File: src/mis_pkg.sv
`default_nettype none

package mis_pkg;

  localparam int CAPACITY   = 64;
  localparam int VALUE_BITS = 64;
  localparam int CNT_W      = $clog2(CAPACITY + 1);
  localparam int RC_W       = 7;

  localparam logic [VALUE_BITS-1:0] VAL_MAX = {VALUE_BITS{1'b1}};

  // request commands
  localparam logic CMD_INSERT = 1'b0;
  localparam logic CMD_QUERY  = 1'b1;

  // table edit chosen for one request
  typedef enum logic [2:0] {
    OP_NONE       = 3'd0,
    OP_GROW_LEFT  = 3'd1,  // range below the value takes it as new high
    OP_GROW_RIGHT = 3'd2,  // range above the value takes it as new low
    OP_JOIN       = 3'd3,  // value bridges two ranges
    OP_OPEN       = 3'd4   // new single-value range
  } op_e;

  // what a cell shows its neighbors
  typedef struct packed {
    logic                  lt;     // high bound below the value
    logic                  first;  // left end of the chain
    logic [VALUE_BITS-1:0] lo;
    logic [VALUE_BITS-1:0] hi;
  } nb_t;

  // broadcast from the controller to every cell
  typedef struct packed {
    logic                  cmp_en;
    logic                  upd_en;
    op_e                   op;
    logic [VALUE_BITS-1:0] v;
  } cell_ctl_t;

  // per-cell match report
  typedef struct packed {
    logic pres;
    logic radj;
    logic ladj;
  } hit_t;

endpackage

`default_nettype wire

File: src/mis_cell.sv
`default_nettype none

// One table slot: holds one range, compares it against the broadcast value
// and takes its new contents from itself or a neighbor on update.
module mis_cell import mis_pkg::*; (
  input  logic      clk_i,
  input  logic      rst_ni,
  input  cell_ctl_t ctl_i,
  input  logic      vld_i,
  input  nb_t       left_i,
  input  nb_t       right_i,
  output nb_t       nb_o,
  output hit_t      hit_o
);

  logic [VALUE_BITS-1:0] lo_q, hi_q;
  logic lt_q, le_q, ra_q, la_q;
  logic ge_b, is_b, is_bm1;

  // boundary = first slot whose high bound is not below the value;
  // ge_b marks this slot at or past the boundary
  assign ge_b   = ~lt_q;
  assign is_b   = ~lt_q & (left_i.lt | left_i.first);
  assign is_bm1 = lt_q & ~right_i.lt;

  always_ff @(posedge clk_i or negedge rst_ni) begin
    if (!rst_ni) begin
      lt_q <= 1'b0;
      le_q <= 1'b0;
      ra_q <= 1'b0;
      la_q <= 1'b0;
    end else if (ctl_i.cmp_en) begin
      lt_q <= vld_i & (hi_q < ctl_i.v);
      le_q <= vld_i & (lo_q <= ctl_i.v);
      ra_q <= vld_i & (ctl_i.v != VAL_MAX) & ((ctl_i.v + VALUE_BITS'(1)) == lo_q);
      la_q <= vld_i & (hi_q != VAL_MAX) & ((hi_q + VALUE_BITS'(1)) == ctl_i.v);
    end
  end

  always_ff @(posedge clk_i) begin
    if (ctl_i.upd_en) begin
      case (ctl_i.op)
        OP_GROW_LEFT: begin
          if (is_bm1) hi_q <= ctl_i.v;
        end
        OP_GROW_RIGHT: begin
          if (is_b) lo_q <= ctl_i.v;
        end
        OP_JOIN: begin
          if (is_bm1) begin
            hi_q <= right_i.hi;
          end else if (ge_b) begin
            lo_q <= right_i.lo;
            hi_q <= right_i.hi;
          end
        end
        OP_OPEN: begin
          if (is_b) begin
            lo_q <= ctl_i.v;
            hi_q <= ctl_i.v;
          end else if (ge_b) begin
            lo_q <= left_i.lo;
            hi_q <= left_i.hi;
          end
        end
        default: ;
      endcase
    end
  end

  assign nb_o  = '{lt: lt_q, first: 1'b0, lo: lo_q, hi: hi_q};
  assign hit_o = '{pres: is_b & le_q, radj: is_b & ra_q, ladj: is_bm1 & la_q};

endmodule

`default_nettype wire
File: config.mk
export PLATFORM = sky130hd
export DESIGN_NAME = mis_cell
export DESIGN_NICKNAME = d
export VERILOG_FILES = /design/src/mis_pkg.sv /design/src/mis_cell.sv
export SDC_FILE = /design/constraint.sdc
export NUM_CORES = 1
export LEC_CHECK = 0
export ABC_AREA = 1
export BUFFER_PORTS_ARGS = -buffer_cell sky130_fd_sc_hd__clkbuf_2
export CORE_ASPECT_RATIO = 0.8
export CORE_MARGIN = 5
export CORE_UTILIZATION = 55
export CTS_BUF_LIST = sky130_fd_sc_hd__clkbuf_8
export CTS_CLUSTER_DIAMETER = 50
export DETAILED_ROUTE_END_ITERATION = 7
export PLACE_DENSITY = 0.85
export SYNTH_ARGS = -nofsm -noshare
export SYNTH_HDL_FRONTEND = slang
export SYNTH_SLANG_ARGS = --single-unit
File: constraint.sdc
create_clock -name clk_i -period 6.6 [get_ports clk_i]
set_input_delay 0.66 -clock clk_i [delete_from_list [all_inputs] [get_ports clk_i]]
set_output_delay 0.66 -clock clk_i [all_outputs]
set_load 0.05 [all_outputs]
==> impl_results.rst <==
.. list-table::
   :header-rows: 1

   * - Metric
     - Value
   * - Slowest cell on crit path
     - sky130_fd_sc_hd__edfxtp_1
   * - Clock-pin slew of the registers on the worst-case setup and hold paths
     - 0.10 ns
   * - Stages on the worst setup path
     - 15
   * - Leading cell types by total area after synthesis
     - sky130_fd_sc_hd__nand2_1 (25%), sky130_fd_sc_hd__edfxtp_1 (23%), sky130_fd_sc_hd__ha_1 (9.6%), sky130_fd_sc_hd__nand3_1 (7.3%), sky130_fd_sc_hd__xor2_1 (5.8%)
   * - Final number of max-transition violations
     - 0
   * - Std-Cell Core Area
     - 30400 µm²
   * - Nets in the synthesized netlist
     - 3184
   * - Half-perimeter wire length after detailed placement
     - 58.1 mm
   * - Initial Util
     - 0.557
   * - Antenna violations before repair
     - 0
   * - Cell area after placement
     - 19300 µm²
   * - Crit. End Element
     - flip-flop
   * - Worst Path Class, Setup
     - flip-flop to flip-flop
   * - Type of the worst min-delay path
     - input pin to flip-flop
   * - DR pass1 iterations
     - 8
   * - Pin count of the biggest net entering global routing
     - 75
   * - Mapped Avg Cell Area
     - 6.21 µm²
   * - CP max FO
     - 4
   * - Number of nets still failing antenna checks after routing
     - 0
   * - I/O pin count
     - 465
   * - Measured slew at the worst slew-check pin
     - 1.38 ns
   * - Post-cts gate resize count
     - 0
   * - Max rail drop VDD
     - 0.174 mV
   * - Worst-path cell chain
     - ha_1 -> nand2_1 -> nor2_1 -> nand3_1 -> nor2_1 -> nand2_1 -> nor2_1 -> nand4_1 -> nand2_1 -> nand2_1 -> nor2_1 -> nand2_1 -> nor2_1 -> nand3_1 -> nand2_1
   * - CTS H-Tree Depth
     - 4
   * - Final setup violation count
     - 0
   * - CTS Buffer Depth
     - 2
   * - Buffer cell driving the clock tree root
     - sky130_fd_sc_hd__clkbuf_8
   * - Most frequent cells after synthesis
     - sky130_fd_sc_hd__nand2_1 (1148), sky130_fd_sc_hd__nand3_1 (247), sky130_fd_sc_hd__inv_1 (236), sky130_fd_sc_hd__nor2_1 (230), sky130_fd_sc_hd__ha_1 (130)
   * - Average wire per standard cell
     - 20.2 µm
   * - Total wirelength of the detailed-routed design
     - 71.1 mm
   * - Final worst-path cycle share
     - 0.486
   * - Sequential cell area fraction in the yosys report
     - 0.233
   * - Remaining global-route overflow
     - 0
   * - Number of sinks on the clock net
     - 132
   * - Share of synthesized registers carrying an async set or reset
     - 0.0303
   * - Final critical-path required period
     - 3.21 ns
   * - Result of the run
     - finished with violations
   * - Flip-flop and latch count after synthesis
     - 132
   * - Gpl congestion
     - 1.01
   * - Number of stages on the worst hold path
     - 3
   * - Max transition margin
     - 0.0801
   * - Via density
     - 5.77
   * - Vias
     - 20.3k
   * - Most common cell in the synthesized netlist
     - sky130_fd_sc_hd__nand2_1
   * - Crit-path leading delay family
     - simple AND/OR/NAND/NOR gates
   * - Cell count after placement
     - 3486
   * - Design area
     - 19700 µm²
   * - Unique cell type count in the Yosys netlist
     - 52
   * - Number of buffer cells added on primary ports
     - 462
   * - Failing checks
     - design-rule violations
   * - Wire length of the first global-routing pass
     - 106 mm
   * - Final antenna diode count
     - 0
   * - DRC
     - 1
   * - Worst R2R Path Depth
     - 15
   * - Clk_lat worst skew
     - 0.50 ns
   * - Max Cap Violations
     - 0
   * - Via count of the first global-routing pass
     - 19.2k
   * - Finished Core Util
     - 0.648
   * - Share of the synthesized area in the top cell type
     - 0.255
   * - Total standard cell area after synthesis
     - 16900 µm²
   * - CTS tree
     - yes
   * - Fraction of final layout cells with drive strength greater than 1
     - 0.185
   * - Number of synthesized flops with an enable pin
     - 128
   * - Cell type contributing the most total cell area after synthesis
     - sky130_fd_sc_hd__nand2_1
   * - Number of instances in the synthesized netlist
     - 2722
   * - Max Freq
     - 0.312 GHz
   * - Worst hold margin
     - 0.440 ns
   * - Ys flop type
     - sky130_fd_sc_hd__edfxtp_1
   * - Post-layout instance count excluding filler cells
     - 3519
   * - Power density of the placed cells
     - 145 nW/µm²
   * - Kind of launch point of the worst setup path
     - flip-flop
   * - Fin Setup TNS
     - 0 ns
   * - Width of the die
     - 206 µm
   * - Die area
     - 34400 µm²
   * - Clock buffer count from CTS
     - 17
   * - Setup skew after layout
     - 0.0250 ns
   * - Site Rows
     - 57
   * - RSZ-0062 raised after global routing
     - no
   * - Leakage power figure
     - 10.2 nW
   * - CP Data Required Time
     - 7.03 ns
   * - Total routing usage reported by global routing
     - 0.398
   * - Yosys warning total
     - 0
   * - P&R area growth vs syn
     - 16.5%
   * - CP max stage delay
     - 0.49 ns
   * - Die Height
     - 167 µm
   * - Most Frequent Cell on Critical Path
     - sky130_fd_sc_hd__nand2_1
   * - Nets
     - 3555
   * - Buffers & Inverters on Critical Path
     - 0
   * - Final hold violations
     - 0
   * - Initial detailed-routing violation count
     - 2485
   * - Arrival time at the worst endpoint
     - 3.64 ns
[power breakdown]
group / internal (W) / total, W / switching (W) / leakage (nW)
registers: 0.000981 / 0.00106 / 0.0000811 / 1.24
logic: 0.000331 / 0.00105 / 0.000717 / 8.71
clock network: 0.000316 / 0.000747 / 0.000431 / 0.203
total: 0.00163 / 0.00286 / 0.00123 / 10.2
[final cells by class]
type / count / area, µm²
sequential: 132 / 3940
clock buffer: 17 / 234
multi-input combinational: 2220 / 11500
inverter: 250 / 938
clock inverter: 15 / 164
fill: 2872 / 10700
tap: 413 / 517
timing repair buffer: 472 / 2390
[flip-flops by register name (all words and copies together) (netlist names)]
| signal | flops |
|---|---|
| le_q | 1 |
| lt_q | 1 |
| lo_q | 64 |
| la_q | 1 |
| hi_q | 64 |
| ra_q | 1 |
[final timing paths]
path / startpoint / to / slack, ns
worst max-delay path: hi_q[0] / la_q / 3.39
worst min-delay path: vld_i / lt_q / 0.44
worst max register to register: hi_q[0] / la_q / 3.39
worst min register to register: la_q / la_q / 0.57
max in group asynchronous: rst_ni / le_q / 5.93
min in group asynchronous: rst_ni / ra_q / 0.53
[layout by cell type, fill, tap and decap left out, types with 17 or more instances in the layout]
master,synthesis,final
sky130_fd_sc_hd__clkbuf_2,0,462
sky130_fd_sc_hd__inv_1,236,235
sky130_fd_sc_hd__nand4_1,64,64
sky130_fd_sc_hd__clkbuf_8,0,17
sky130_fd_sc_hd__nor2_1,230,228
sky130_fd_sc_hd__o21ai_0,29,29
sky130_fd_sc_hd__edfxtp_1,128,128
sky130_fd_sc_hd__nand3_1,247,247
sky130_fd_sc_hd__nor3_1,32,31
sky130_fd_sc_hd__ha_1,130,130
sky130_fd_sc_hd__xnor2_1,30,30
sky130_fd_sc_hd__nand3b_1,20,20
sky130_fd_sc_hd__a21oi_1,69,67
sky130_fd_sc_hd__xor2_1,112,112
sky130_fd_sc_hd__nand2_1,1148,1148
[cell families after synthesis]
family                     after synthesis  synth area share
DFF                                    132             0.233
xor gates and xnor gates               143            0.0749
AOI/OAI and AO/OA                      129            0.0424
buffers and inverters                  370            0.0893
and+or+nand+nor                       1817             0.464
adders and majority gates              130            0.0962
other                                    1          0.000222
[worst min-delay path: stages]
cell,delay [ns]
sky130_fd_sc_hd__clkbuf_2,0.11
sky130_fd_sc_hd__nand4_1,0.09
sky130_fd_sc_hd__nand2_1,0.05
[routing by layer]
layer	up-vias	GRT usage	share of wire
met2	1417	0.603	0.43
met5	-	0	0
li1	9502	-	-
met1	9174	0.553	0.40
met3	220	0.106	0.14
met4	0	0.131	0.035
[what timing repair did]
action / in CTS / in global routing
hold buffers: 1 / 0
buffers inserted: 0 / 0
endpoints found under the hold margin: 4 / 0
[through the flow]
step / total power [W] / setup WS [ns]
final: 0.00286 / 3.39
after global routing: 0.00298 / 3.09
after CTS: 0.00282 / 3.47
after detailed placement: 0.00209 / 3.28
after global placement: 0.00206 / 3.42
after floorplan: 0.00174 / 1.56
Note: power is estimated with default switching activity, not from simulation.
